### src/hw/rtl/tli_pkg.sv
// Shared types, codes and constants of the table interpolator.
`default_nettype none

package tli_pkg;

	localparam int DATA_W         = 32;
	localparam int IN_IDX_W       = 5;
	localparam int NUM_POINTS_DEF = 32;
	localparam int ENTRY_W        = 2 * DATA_W;

	// Command codes
	localparam logic CMD_LOAD  = 1'b0;
	localparam logic CMD_QUERY = 1'b1;

	// Clamp values for the result
	localparam logic signed [DATA_W-1:0] SAT_MAX   = 32'sh7FFF_FFFF;
	localparam logic signed [DATA_W-1:0] SAT_MIN   = 32'sh8000_0000;
	localparam logic        [DATA_W-1:0] NEG_LIMIT = 32'h8000_0000;

	typedef struct packed {
		logic                     command;
		logic [IN_IDX_W-1:0]      point_index;
		logic signed [DATA_W-1:0] x_value;
		logic signed [DATA_W-1:0] y_value;
	} in_item_t;

	typedef struct packed {
		logic signed [DATA_W-1:0] y_result;
		logic                     saturated;
	} out_item_t;

	// Divider status toward the sequencer
	typedef struct packed {
		logic              done;
		logic              ovf;
		logic [DATA_W-1:0] quo;
	} div_status_t;

	typedef enum logic [3:0] {
		S_IDLE,
		S_ADDR,
		S_CMP,
		S_RD_LO,
		S_RD_HI,
		S_MUL_A,
		S_MUL_B,
		S_MUL_C,
		S_ACC,
		S_SIGN,
		S_DIV_GO,
		S_DIV_WAIT,
		S_FINISH
	} state_t;

endpackage

`default_nettype wire

### src/hw/rtl/tli_mem.sv
// Breakpoint memory: one write port, one registered read port.
`default_nettype none

module tli_mem import tli_pkg::*; #(
	parameter int DEPTH = NUM_POINTS_DEF
) (
	input  wire logic                     clk,
	input  wire logic                     wr_en,
	input  wire logic [$clog2(DEPTH)-1:0] wr_addr,
	input  wire logic [ENTRY_W-1:0]       wr_data,
	input  wire logic                     rd_en,
	input  wire logic [$clog2(DEPTH)-1:0] rd_addr,
	output logic      [ENTRY_W-1:0]       rd_data
);

	logic [ENTRY_W-1:0] mem [DEPTH];

	// Write port
	always_ff @(posedge clk) begin
		if (wr_en) begin
			mem[wr_addr] <= wr_data;
		end
	end

	// Registered read port
	always_ff @(posedge clk) begin
		if (rd_en) begin
			rd_data <= mem[rd_addr];
		end
	end

endmodule

`default_nettype wire

### config.mk
export PLATFORM = sky130hd
export DESIGN_NAME = tli_mem
export DESIGN_NICKNAME = d
export VERILOG_FILES = /design/src/hw/rtl/tli_pkg.sv /design/src/hw/rtl/tli_mem.sv
export SDC_FILE = /design/constraint.sdc
export NUM_CORES = 2
export LEC_CHECK = 0
export BUFFER_PORTS_ARGS = -buffer_cell sky130_fd_sc_hd__buf_2
export CORE_MARGIN = 10
export CORE_UTILIZATION = 40
export CTS_BUF_LIST = sky130_fd_sc_hd__clkbuf_8
export DETAILED_ROUTE_END_ITERATION = 12
export GPL_TIMING_DRIVEN = 0
export PLACE_DENSITY = 0.54
export REMOVE_ABC_BUFFERS = 1
export SYNTH_ARGS = -nofsm -noshare
export SYNTH_HDL_FRONTEND = slang
export SYNTH_SLANG_ARGS = --single-unit
### constraint.sdc
create_clock -name clk -period 4.5 [get_ports clk]
set_input_delay 0.45 -clock clk [delete_from_list [all_inputs] [get_ports clk]]
set_output_delay 0.45 -clock clk [all_outputs]
set_load 0.02 [all_outputs]
# Word level (Yosys, flattened, before mapping)
# Memory sizes are Yosys's and may differ from the RTL's. A register that Yosys moved wholly into a read port is not among the register bits.
# Index checks and enable logic that the tools add are counted.
[totals]
register_bits = 0
latch_bits = 0
ram_bits = 2048
romBits = 0
input_bits = 77
output_inout_bits = 64
n_memories = 1
[op_classes]
n_addsub = 0
n_mul = 0
div_mod_pow = 0
order_cmp = 0
eq_ne = 0
shifts = 0
n_mux = 2
bitwise = 0
n_reduce_logical = 0
[memory_table]
columns = ["memory", "depth", "width", "rd", "rd_ports_with_merged_regs", "write_ports", "line", "text"]
rows = [
  ["mem", 32, 64, 1, 1, 1, "tli_mem.sv:16", "logic [ENTRY_W-1:0] mem [DEPTH];"],
]
[op_table]
columns = ["operator", "count"]
rows = [
  ["2-to-1 mux 1 bit", 2],
]

# Longest topological paths before layout
[depth]
depth_word = 2
ltp_mapped = 9

# Worst setup path after synthesis
# No wires, ideal clock.
[synth_path]
path_type = "input port to flip-flop"
startpoint = "input port wr_addr[1]"
endpoint = "memory mem[12][0] in the netlist's numbering, enable pin"
setup_ns = 0.486
t_arrival_ns = 3.786
required_ns = 4.014
slack_ns = 0.228
cell_stages = 3
n_path_buf = 1
path_cell_list = "or3b_2 > clkbuf_1 > nor2_1"
[synth_rtl]
columns = ["element", "line", "text"]
rows = [
  ["start, declared", "tli_mem.sv:9", "input wire logic [$clog2(DEPTH)-1:0] wr_addr,"],
  ["end, declared", "tli_mem.sv:16", ""],
]
# No word-level cell before the write port.

==> run summary <==
The flow ran to the end, and the final reports show no timing, DRC or antenna violations. The run gives 0.159 as the worst-case headroom to the max-slew limit. In this run the clock root is driven by a sky130_fd_sc_hd__clkbuf_8. At the end of the flow, the number of nets in the layout was 3740. Setup violations remaining at the end of the flow were counted as 0.

After detailed routing, the number of remaining DRC violations is 0. The switching part of the total power works out to 0.221. For this run the aggregate overflow at the end of global routing stands at 0. The combined buffer and inverter count along the critical path is 5. The number of gates on the worst path with buffers counted came out at 8.

The Yosys step of the flow raised 0 warnings. TritonCTS built the clock tree. The kind of cell with the highest combined delay along the critical path is buffers and inverters.

Vias per cell: 5.54. Required time at the worst-slack endpoint: 5.25 ns. The relative contribution of combinational cells to total power came out at 0.052. The maximum clock frequency was 293 MHz. The number of different library cells used by synthesis comes to 30.

The later pin in the worst-skew pair is clocked with a latency of 1.04 ns. The number of buffers created by CTS was 363. The first global-routing pass estimated 290 mm of wire.

From bottom edge to top edge, the die measures 466 µm. For the HPWL after detailed placement, the log shows 119 mm. The depth of the most critical reg-to-reg path was 3. In this run the core area contains 163 standard-cell rows. Synthesis handed over a netlist of 3097 instances. The via count of the first global-routing pass was 38623; the register bit total from synthesis was 2112. The design draws 39.4 mW.

The leakage component of the power is 29.5 nW, and the top-area cell type share of the netlist area is 0.797. In this run the count of I/O pins placed on the die edge is 141. Prior to clock tree synthesis, the placed netlist has a worst setup slack of -0.0678 ns. Counting instances in the post-synthesis netlist gives the leading cell types as 2112 x sky130_fd_sc_hd__edfxtp_1, 602 x sky130_fd_sc_hd__mux4_2, 74 x sky130_fd_sc_hd__mux2_2. Setup repair after global routing left no endpoint under its margin.

STA classifies the critical path startpoint as an input port. Of all cell types, the one taking the most synthesized area is sky130_fd_sc_hd__edfxtp_1. Summed over all nets, the switching power comes to 8.72 mW. The total routing usage reported by global routing was 0.185; the initial standard-cell utilization of the core was 0.403. The delay contributed by the slowest stage of the critical path was 0.59 ns. Routed signal wires occupy layers up through met5. Entering global routing, the biggest net connects 88 pins. The die covers 217000 µm².

In this run, the number of DRC markers left after iteration 0 of detailed routing was 3598. Top flip-flop cell by instance count after synthesis: sky130_fd_sc_hd__edfxtp_1. The routed design uses 11.0 mm of met3 wire. The number of antenna violations at the first check in global routing came out at 14.

After clock tree synthesis, the flow added hold-fix buffers numbering 65. Post-CTS repair changed the size of 0 cells. Summing over every cut layer, the via total after detailed routing is 36317.

The die boundary width was 466 µm; the clock-pin slew on the worst setup and hold paths was 0.06 ns. The cell repeated most along the worst path is sky130_fd_sc_hd__buf_16. In this run the post-CTS setup repair buffer count came out at 0. In this run the power density over the cells is 422 nW/µm².

The clock passes through at most 4 buffers. After detailed routing, the average wire length per cell comes to 31.0 µm. Between clock sinks in the finished design, the worst skew comes to 0.0342 ns. The core area was 198000 µm²; the ratio of cells with drive above 1 in the final layout was 0.360.

The antenna violation net count after detailed routing came out at 0. Yosys attributes the largest share of cell area to sky130_fd_sc_hd__edfxtp_1 80%, sky130_fd_sc_hd__mux4_2 17%, sky130_fd_sc_hd__mux2_2 1.0%, sky130_fd_sc_hd__mux2i_1 0.48%, sky130_fd_sc_hd__buf_2 0.41%. Internal power comes to 30.7 mW.

The logs give 16102 for the number of inserted filler cells in the final layout and 0.559 for the portion of total power attributed to sequential cells. The tools report the sequential-to-total area share from yosys stat as 0.797. Setup slack closes at 1.09 ns. The clock tree synthesis step divided the H-tree into 5 levels. The worst path needs 3.41 ns of the cycle, external delays included. Walking the worst path, the cells encountered are buf_8, buf_16, buf_16, buf_16, buf_16, mux4_2, mux4_2, mux2_2.

Of all nets on the critical path, the largest fanout is 67. Number of max-capacitance violations reported: 0. The data arrival time of the critical path was 4.15 ns; the max-slew violation count was 0.

The path type of the worst min-delay path was in -> reg. The clock drives 2112 sinks. The share of the clock period used by the worst path came out at 0.757.

The synthesized netlist occupies a cell area of 79600 µm². At the pin with the least slew margin, the transition time is 1.26 ns. The critical path is of the in -> reg type. sky130_fd_sc_hd__edfxtp_1 is the most common cell in the netlist. For this block, wires on met1 add up to 85.6 mm. The final RePlAce weighted congestion came out at 0.649. The async set-reset flop share out of synthesis was 0. On the critical path, the stage with the largest delay is an instance of sky130_fd_sc_hd__mux4_2.

The count of flip-flops with a built-in enable after synthesis was 2112; the number of buffer cells added on primary ports was 140. Before antenna repair, the detailed router went through 6 iterations. The run gives 0.000302 V as the peak ir drop on the vdd network.

The average cell area after synthesis came out at 25.7 µm². The routed length on met2 is 102 mm, and the hold path depth is 2. The run gives 0 as the hold violation count in the final report. The sort of element at the end of the critical path was a register. Clock network power share: 0.388. Wires add up to 203 mm.

From synthesis to final layout, the design area changed by 17.3%.
==> sequential cells by signal, summed over array words and instances (netlist names) <==
register  count
rd_data      64
mem        2048
==> path summary, 6_finish.rpt <==
kind / from / end / slack, ns
hold reg to reg: mem[4][0]$_DFFE_PP_ / rd_data[0]$_DFFE_PP_ / 0.86
setup / recovery: rd_addr[0] / rd_data[22]$_DFFE_PP_ / 1.09
setup reg to reg: mem[24][8]$_DFFE_PP_ / rd_data[8]$_DFFE_PP_ / 2.52
hold / removal: rd_addr[3] / rd_data[24]$_DFFE_PP_ / 0.12
==> cell usage in the layout, fill, tap and decap left out, drive strengths merged, types with 4 or more instances in the layout <==
master	n
nor2	41
nand3b	5
clkinv	104
a221oi	12
edfxtp	2112
o21ai	9
buf	292
inv	132
mux2	74
o22ai	10
mux4	602
mux2i	38
clkinvlp	4
clkbuf	371
and2	4
dlygate4sd3	65
bufinv	4
nor2b	4
==> worst register-to-register path, cell delays in order, from the launching register on <==
cell                       delay (ns)
sky130_fd_sc_hd__edfxtp_1        0.37
sky130_fd_sc_hd__mux4_2          0.47
sky130_fd_sc_hd__mux4_2          0.49
sky130_fd_sc_hd__mux2_2          0.37
==> stage by stage <==
stage                      util  TNS [ns]  instance area, µm²  hold WS [ns]  instances
after floorplan               -         0               78900         0.549       2941
after global placement    0.419         -               82900         0.859       5721
after detailed placement  0.438    -0.437               86500         0.831       5873
after CTS                 0.472         0               93400        0.0353       6552
after global routing      0.472         0               93400        0.0818       6553
final                     0.472         0               93400         0.120       6554
==> layout make-up <==
cell class	count	area [µm²]	area share
Clock inverter	243	1060	0.0114
Timing Repair Buffer	357	4780	0.0512
Tap cell	2640	3300	0.0354
Clock buffer	371	5110	0.0547
Sequential cell	2112	63400	0.679
Antenna cell	2	5.00	0.0000536
Inverter	1	3.75	0.0000402
Multi-Input combinational cell	828	15700	0.168
==> cells by family (layout without fill, tap and decap cells) <==
logic type	count (synthesis)	in the layout	share of synthesized area
AND/OR/NAND/NOR	64	64	0.00376
other	0	2	0
AO/OA/AOI/OAI	50	50	0.00462
buffers and inverters	157	972	0.00937
flip-flops	2112	2112	0.797
multiplexers	714	714	0.186
==> power groups by stage <==
stage,logic [mW],registers [mW],clock network (mW)
after floorplan,0.856,22.5,0
after global placement,2.50,22.5,0
after detailed placement,2.04,22.4,0
after CTS,2.10,22.0,15.7
after global routing,2.20,22.0,16.6
final,2.05,22.0,15.3
==> metal layers <==
layer	global-route usage	up-vias
met5	0	-
met4	0.0485	8
li1	-	14761
met2	0.309	1207
met1	0.252	20008
met3	0.0335	333
(Power assumes the default switching activity.)
