## config.mk

```make
export PLATFORM = sky130hd
export DESIGN_NAME = tli_div
export DESIGN_NICKNAME = d
export VERILOG_FILES = /design/src/hw/rtl/tli_pkg.sv /design/src/hw/rtl/tli_div.sv
export SDC_FILE = /design/constraint.sdc
export NUM_CORES = 1
export LEC_CHECK = 0
export CORE_MARGIN = 1.5
export CORE_UTILIZATION = 55
export CTS_CLUSTER_DIAMETER = 120
export CTS_CLUSTER_SIZE = 28
export DETAILED_ROUTE_END_ITERATION = 8
export DONT_BUFFER_PORTS = 1
export PLACE_DENSITY = 0.7
export SYNTH_ARGS = -nofsm -noshare
export SYNTH_HDL_FRONTEND = slang
export SYNTH_SLANG_ARGS = --single-unit
```

## constraint.sdc

```tcl
create_clock -name clk -period 3.4 [get_ports clk]
set_clock_uncertainty 0.15 [all_clocks]
set_input_delay 0.34 -clock clk [delete_from_list [all_inputs] [get_ports clk]]
set_output_delay 0.34 -clock clk [all_outputs]
set_load 0.03 [all_outputs]
```

## src/hw/rtl/tli_pkg.sv

```systemverilog
// Shared types, codes and constants of the table interpolator.
`default_nettype none

package tli_pkg;

	localparam int DATA_W         = 32;
	localparam int IN_IDX_W       = 5;
	localparam int NUM_POINTS_DEF = 32;
	localparam int ENTRY_W        = 2 * DATA_W;

	// Command codes
	localparam logic CMD_LOAD  = 1'b0;
	localparam logic CMD_QUERY = 1'b1;

	// Clamp values for the result
	localparam logic signed [DATA_W-1:0] SAT_MAX   = 32'sh7FFF_FFFF;
	localparam logic signed [DATA_W-1:0] SAT_MIN   = 32'sh8000_0000;
	localparam logic        [DATA_W-1:0] NEG_LIMIT = 32'h8000_0000;

	typedef struct packed {
		logic                     command;
		logic [IN_IDX_W-1:0]      point_index;
		logic signed [DATA_W-1:0] x_value;
		logic signed [DATA_W-1:0] y_value;
	} in_item_t;

	typedef struct packed {
		logic signed [DATA_W-1:0] y_result;
		logic                     saturated;
	} out_item_t;

	// Divider status toward the sequencer
	typedef struct packed {
		logic              done;
		logic              ovf;
		logic [DATA_W-1:0] quo;
	} div_status_t;

	typedef enum logic [3:0] {
		S_IDLE,
		S_ADDR,
		S_CMP,
		S_RD_LO,
		S_RD_HI,
		S_MUL_A,
		S_MUL_B,
		S_MUL_C,
		S_ACC,
		S_SIGN,
		S_DIV_GO,
		S_DIV_WAIT,
		S_FINISH
	} state_t;

endpackage

`default_nettype wire

```

## src/hw/rtl/tli_div.sv

```systemverilog
// Serial restoring divider: 64-bit magnitude by 32-bit magnitude, one bit a cycle.
`default_nettype none

module tli_div import tli_pkg::*; (
	input  wire logic                  clk,
	input  wire logic                  arst_n,
	input  wire logic                  start,
	input  wire logic [2*DATA_W-1:0]   num_mag,
	input  wire logic [DATA_W-1:0]     den_mag,
	output div_status_t                status
);

	localparam int CNT_W = $clog2(DATA_W);

	logic              busy_q;
	logic              done_q;
	logic              ovf_q;
	logic [CNT_W-1:0]  cnt_q;
	logic [DATA_W-1:0] rem_q;
	logic [DATA_W-1:0] shf_q;
	logic [DATA_W-1:0] den_q;

	logic              num_ovf;
	logic [DATA_W:0]   trial;
	logic [DATA_W:0]   diff;
	logic              step_bit;
	logic [DATA_W-1:0] step_rem;

	// Quotient needs more than 32 bits when the high half reaches the divisor
	assign num_ovf = (num_mag[2*DATA_W-1:DATA_W] >= den_mag);

	// One restoring step
	always_comb begin
		trial    = {rem_q, shf_q[DATA_W-1]};
		diff     = trial - {1'b0, den_q};
		step_bit = (trial >= {1'b0, den_q});
		step_rem = step_bit ? diff[DATA_W-1:0] : trial[DATA_W-1:0];
	end

	// Control
	always_ff @(posedge clk or negedge arst_n) begin
		if (!arst_n) begin
			busy_q <= 1'b0;
			done_q <= 1'b0;
			cnt_q  <= '0;
		end else begin
			done_q <= 1'b0;
			if (start) begin
				cnt_q <= '0;
				if (num_ovf) begin
					done_q <= 1'b1;
				end else begin
					busy_q <= 1'b1;
				end
			end else if (busy_q) begin
				cnt_q <= cnt_q + 1'b1;
				if (cnt_q == CNT_W'(DATA_W - 1)) begin
					busy_q <= 1'b0;
					done_q <= 1'b1;
				end
			end
		end
	end

	// Remainder and dividend/quotient shifter
	always_ff @(posedge clk) begin
		if (start) begin
			rem_q <= num_mag[2*DATA_W-1:DATA_W];
			shf_q <= num_mag[DATA_W-1:0];
			den_q <= den_mag;
			ovf_q <= num_ovf;
		end else if (busy_q) begin
			rem_q <= step_rem;
			shf_q <= {shf_q[DATA_W-2:0], step_bit};
		end
	end

	assign status.done = done_q;
	assign status.ovf  = ovf_q;
	assign status.quo  = shf_q;

endmodule

`default_nettype wire

```

-- Word level (Yosys, flattened, before mapping)
Cells that the tools add are included.
- bits in registers: 104
- logic and storage cells: 29
- magnitude comparators: 2
- reductions and logical operators: 1
- muxes and demuxes: 15
- $add $sub $neg: 2
- eq/ne operators: 2
- operator list (cell ; count):
    32-bit 2-to-1 mux ; 5
    33-bit by 32-bit greater-or-equal comparator with 1-bit output ; 1
    32-bit greater-or-equal comparator ; 1
    32-bit subtractor ; 1
    5-bit 2-to-1 mux ; 2
    1-bit 2-to-1 mux ; 8
    5-bit by 1-bit adder with 5-bit output, second input constant ; 1
    5-bit == test, second input constant ; 1
    2-bit != test, second input constant ; 1
    2-bit nonzero test ; 1

-- Depth between registers and ports, before layout
- depth in word-level cells: 4
- mapped depth: 13
- gate-level depth less buffers: 12

-- Least setup slack after synthesis
OpenSTA, ideal clock, no wires.
- path type: register to register
- start: reg shf_q[31]
- end: reg rem_q[28] (data pin)
- cell stages (with the launch flop): 13
- path slack: 307 ps
- data arrival time: 2794 ps
- period minus slack after synthesis: 3093 ps
- data required time: 3101 ps
- buffers on the path: 0
- cell sequence: edfxtp_1 inv_1 ha_1 inv_1 fa_1 a211oi_1 nor3_1 o311ai_0 a31oi_1 o31ai_1 xnor2_1 nand2_1 a2bb2oi_1
- longest elaborated chain between the ends: 4
- RTL lines (item ; RTL line ; RTL):
    start: declaration ; tli_div.sv:20 ; logic [DATA_W-1:0] shf_q;
    start signal: assignment ; tli_div.sv:69 ; shf_q <= num_mag[DATA_W-1:0];
    start signal: assignment ; tli_div.sv:74 ; shf_q <= {shf_q[DATA_W-2:0], step_bit};
    32-bit subtractor or 33-bit by 32-bit greater-or-equal comparator with 1-bit output (tied branches) ; tli_div.sv:35, tli_div.sv:36 ;
    32-bit 2-to-1 mux (*) ; tli_div.sv:37 ; step_rem = step_bit ? diff[DATA_W-1:0] : trial[DATA_W-1:0];
    32-bit 2-to-1 mux (*) ; tli_div.sv:72 ; end else if (busy_q) begin
    32-bit 2-to-1 mux (*) ; tli_div.sv:67 ; if (start) begin
    end signal: assignment ; tli_div.sv:68 ; rem_q <= num_mag[2*DATA_W-1:DATA_W];
    end signal: assignment ; tli_div.sv:73 ; rem_q <= step_rem;
    end: declaration ; tli_div.sv:19 ; logic [DATA_W-1:0] rem_q;
Every way passes the cells marked *; elsewhere a longest branch is shown, timed or not. The select of a mux whose other input is x is not followed.
A chain may end at the register's enable or synchronous reset.

-- Worst setup path in the final report
Ends and elaborated chain as after synthesis.

==> summary.txt <==
Run status
  – Status: completed

Clock network
  – Clk Tree Root Cell: clkbuf_16
  – Setup Buffers After CTS: 0
  – Clk sinks: around 100
  – H-tree level count: 3
  – Clock transition at path regs: ~0.08 ns
  – CTS tree: built
  – CTS max path bufs: 2
  – Worst skew pair latency: 0.36 ns
  – Total clock buffers created by CTS: 9

Routing
  – Routed len/inst: a little under 20 um
  – Antenna viol nets, final: 0
  – Wirelength, routed: approximately 18000 um
  – # DRC: 0
  – DRT Pass-1 Iters: 5
  – Vias: 5680
  – Via/cell ratio: 6.15
  – Initial DRC Count: 355

Worst setup path
  – Crit path kind: reg -> reg
  – CP Max Fanout: 4
  – Worst Setup End Kind: flop
  – Crit path launch type: flop
  – CP arrival: between 3 and 4 ns
  – Crit path required time: roughly 3.5 ns

Timing
  – # setup viols final: 0
  – Fin Setup TNS: 0 ns
  – Final Hold Fails: 0
  – Final period util: 0.939
  – Relative slew slack: 0.577
  – Unrepaired setup endpoints after global routing: false
  – Min Tclk post-route: about 3.2 ns
  – FMAX: about 310 MHz
  – Worst-Margin Slew: 0.634 ns
  – Max-slew violations: 0

Logic synthesis
  – Top cell type's share of synthesized area: 0.404
  – Top cells by area, synth: edfxtp_1 40%, ha_1 11%, mux2_2 4.8%
  – Syn_nets: 884
  – Post-synthesis cell count: around 700
  – Primary FF master, synth: edfxtp_1
  – Synth area leader: edfxtp_1
  – Most common cell in the netlist: edfxtp_1
  – Commonest cells in the netlist: 97 x edfxtp_1, 72 x inv_1, 66 x ha_1, 59 x nand2_1, 46 x a21oi_1
  – Sequential fraction of the synthesis area: 0.428
  – Syn. warnings: 0
  – Register bit total from synthesis: around 100
  – Post-synth EDFFs: between 90 and 100
  – Synthesized cell area: 0.00721 sq mm
  – Syn avg cell area: 10.0 sq um
  – Synth async-reset ratio: 0.0673
  – Unique masters post-synth: 63

Pwr
  – Maximum VDD drop: ~0.34 mV
  – Pleak: approximately 3.5 nW
  – Power Dens Cells: 813 mW/mm^2

Finish
  – Share of layout cells above drive strength 1: 0.102
  – Nets: between 900 and 1000
  – Fill cell count: approximately 1100
  – Antenna cells: 0
  – Design Area, Final: a little over 0.008 sq mm
  – Area Growth Syn to Fin: 12.1%

Floorplanning
  – Core outline area: 0.0127 sq mm
  – Die area: 0.0138 sq mm
  – Initial core utilization: 0.567
  – Rows: 41
  – Chip Height: approximately 120 um
  – Die X: approximately 120 um
  – Top Ports: around 130

Placement
  – Dpl hpwl: about 13000 um
  – Global placement routability congestion: between 1 and 1.5
  – Number of I/O port buffers: 0
  – Total placed instance area: ~0.0074 sq mm

GRT
  – Largest net degree at the start of global routing: between 80 and 90
  – Vias in the first global route: between 5000 and 6000
  – Initial antenna violation count: 0
  – First-pass GRT wire length: a little under 30000 um
  – All-Layer GR Usage: 0.268
  – Global route overflow: 0

Min path
  – HP Class: in -> reg

Run
  – Max-cap violations: 0
-- cell families (layout without fill, tap and decap cells) --
| group | count (synthesis) | count (layout) | synth area share |
|---|---|---|---|
| fa+ha+maj | 67 | 67 | 0.117 |
| compound gates | 184 | 184 | 0.166 |
| buf+inv | 107 | 141 | 0.0618 |
| flops | 104 | 104 | 0.428 |
| xor+xnor | 24 | 24 | 0.0292 |
| simple gates | 182 | 182 | 0.123 |
| mux | 50 | 50 | 0.0748 |
-- repair_timing --
action,in CTS,in global routing
hold buffers,34,0
resized for setup,0,5
endpoints found under the setup margin,0,25
endpoints found under the hold margin,78,0
-- metrics by stage --
stage                     hold WS (ns)  power (mW)   util  setup slack, ns  instances
after floorplan                 -0.106        4.62      -            0.307        718
after global placement          -0.105        5.36  0.582            0.233        874
after detailed placement        -0.105        5.40  0.582           0.0758        874
after CTS                       0.0273        6.53  0.634           0.0908        924
after global routing            0.0351        7.03  0.635         0.000748        924
final                           0.0337        6.57  0.635            0.209        924
-- report_power, final --
group / leakage [nW] / total [mW] / internal (mW) / switching, mW
Clock: 0.147 / 1.07 / 0.526 / 0.540
Combinational: 2.29 / 3.44 / 1.46 / 1.99
Sequential: 1.10 / 2.06 / 1.78 / 0.281
-- sequential cells by signal, indices dropped and copies added, names as in the netlist --
signal  flops
den_q      32
ovf_q       1
cnt_q       5
shf_q      32
rem_q      32
busy_q      1
done_q      1
-- routing by layer --
metal  share of wire  GRT usage
met5               0          0
met4           0.029      0.104
met3           0.078     0.0581
met2            0.47      0.437
met1            0.42      0.350
-- final cells by class --
class / count / area [sq um] / share of cell area
Multi-Input combinational cell: 507 / 3700 / 0.457
Sequential cell: 104 / 3090 / 0.382
Timing Repair Buffer: 51 / 490 / 0.0607
Inverter: 74 / 278 / 0.0344
Clock buffer: 9 / 225 / 0.0279
Tap cell: 172 / 215 / 0.0266
Clock inverter: 7 / 90.1 / 0.0111
-- final timing paths --
kind | to | slack (ns) | cells after the start | from
worst min register to register | cnt_q[4]$_DFFE_PN0P_ | 0.39 | 2 | cnt_q[4]$_DFFE_PN0P_
worst max register to register | rem_q[28]$_DFFE_PP_ | 0.21 | 13 | shf_q[31]$_DFFE_PP_
worst min-delay path | rem_q[5]$_DFFE_PP_ | 0.03 | 2 | num_mag[37]
max in group asynchronous | cnt_q[0]$_DFFE_PN0P_ | 2.68 | 1 | arst_n
worst max-delay path | rem_q[28]$_DFFE_PP_ | 0.21 | 13 | shf_q[31]$_DFFE_PP_
min in group asynchronous | cnt_q[3]$_DFFE_PN0P_ | 0.17 | 1 | arst_n
-- worst max-delay path, cell delays in order, from the launching register on --
cell,delay [ns]
edfxtp_1,0.38
inv_1,0.07
ha_1,0.17
inv_1,0.05
fa_1,0.41
a211oi_1,0.32
nor3_1,0.14
o311ai_1,0.33
buf_4,0.18
a31oi_1,0.13
o31ai_1,0.32
xnor2_1,0.16
nand2_1,0.07
a2bb2oi_1,0.16
-- cell usage in the layout, fill, tap and decap left out, types with 6 or more instances in the layout --
master          n
a211o_1         6
nor2b_1         7
dfrtp_1         7
o211ai_1        6
dlygate4sd3_1  33
inv_1          72
nand3_1        22
mux2_2         31
mux2i_1        19
xnor2_1        15
a21o_1         26
o21ai_0        29
a21oi_1        45
xor2_1          9
o21a_1          7
ha_1           66
nor3_1         10
a211oi_1        6
nand2_1        59
nand4_1        13
edfxtp_1       97
o21ai_1        15
a31oi_1        10
buf_4          16
clkbuf_16       9
nor2_1         38
(Power assumes the default switching activity.)
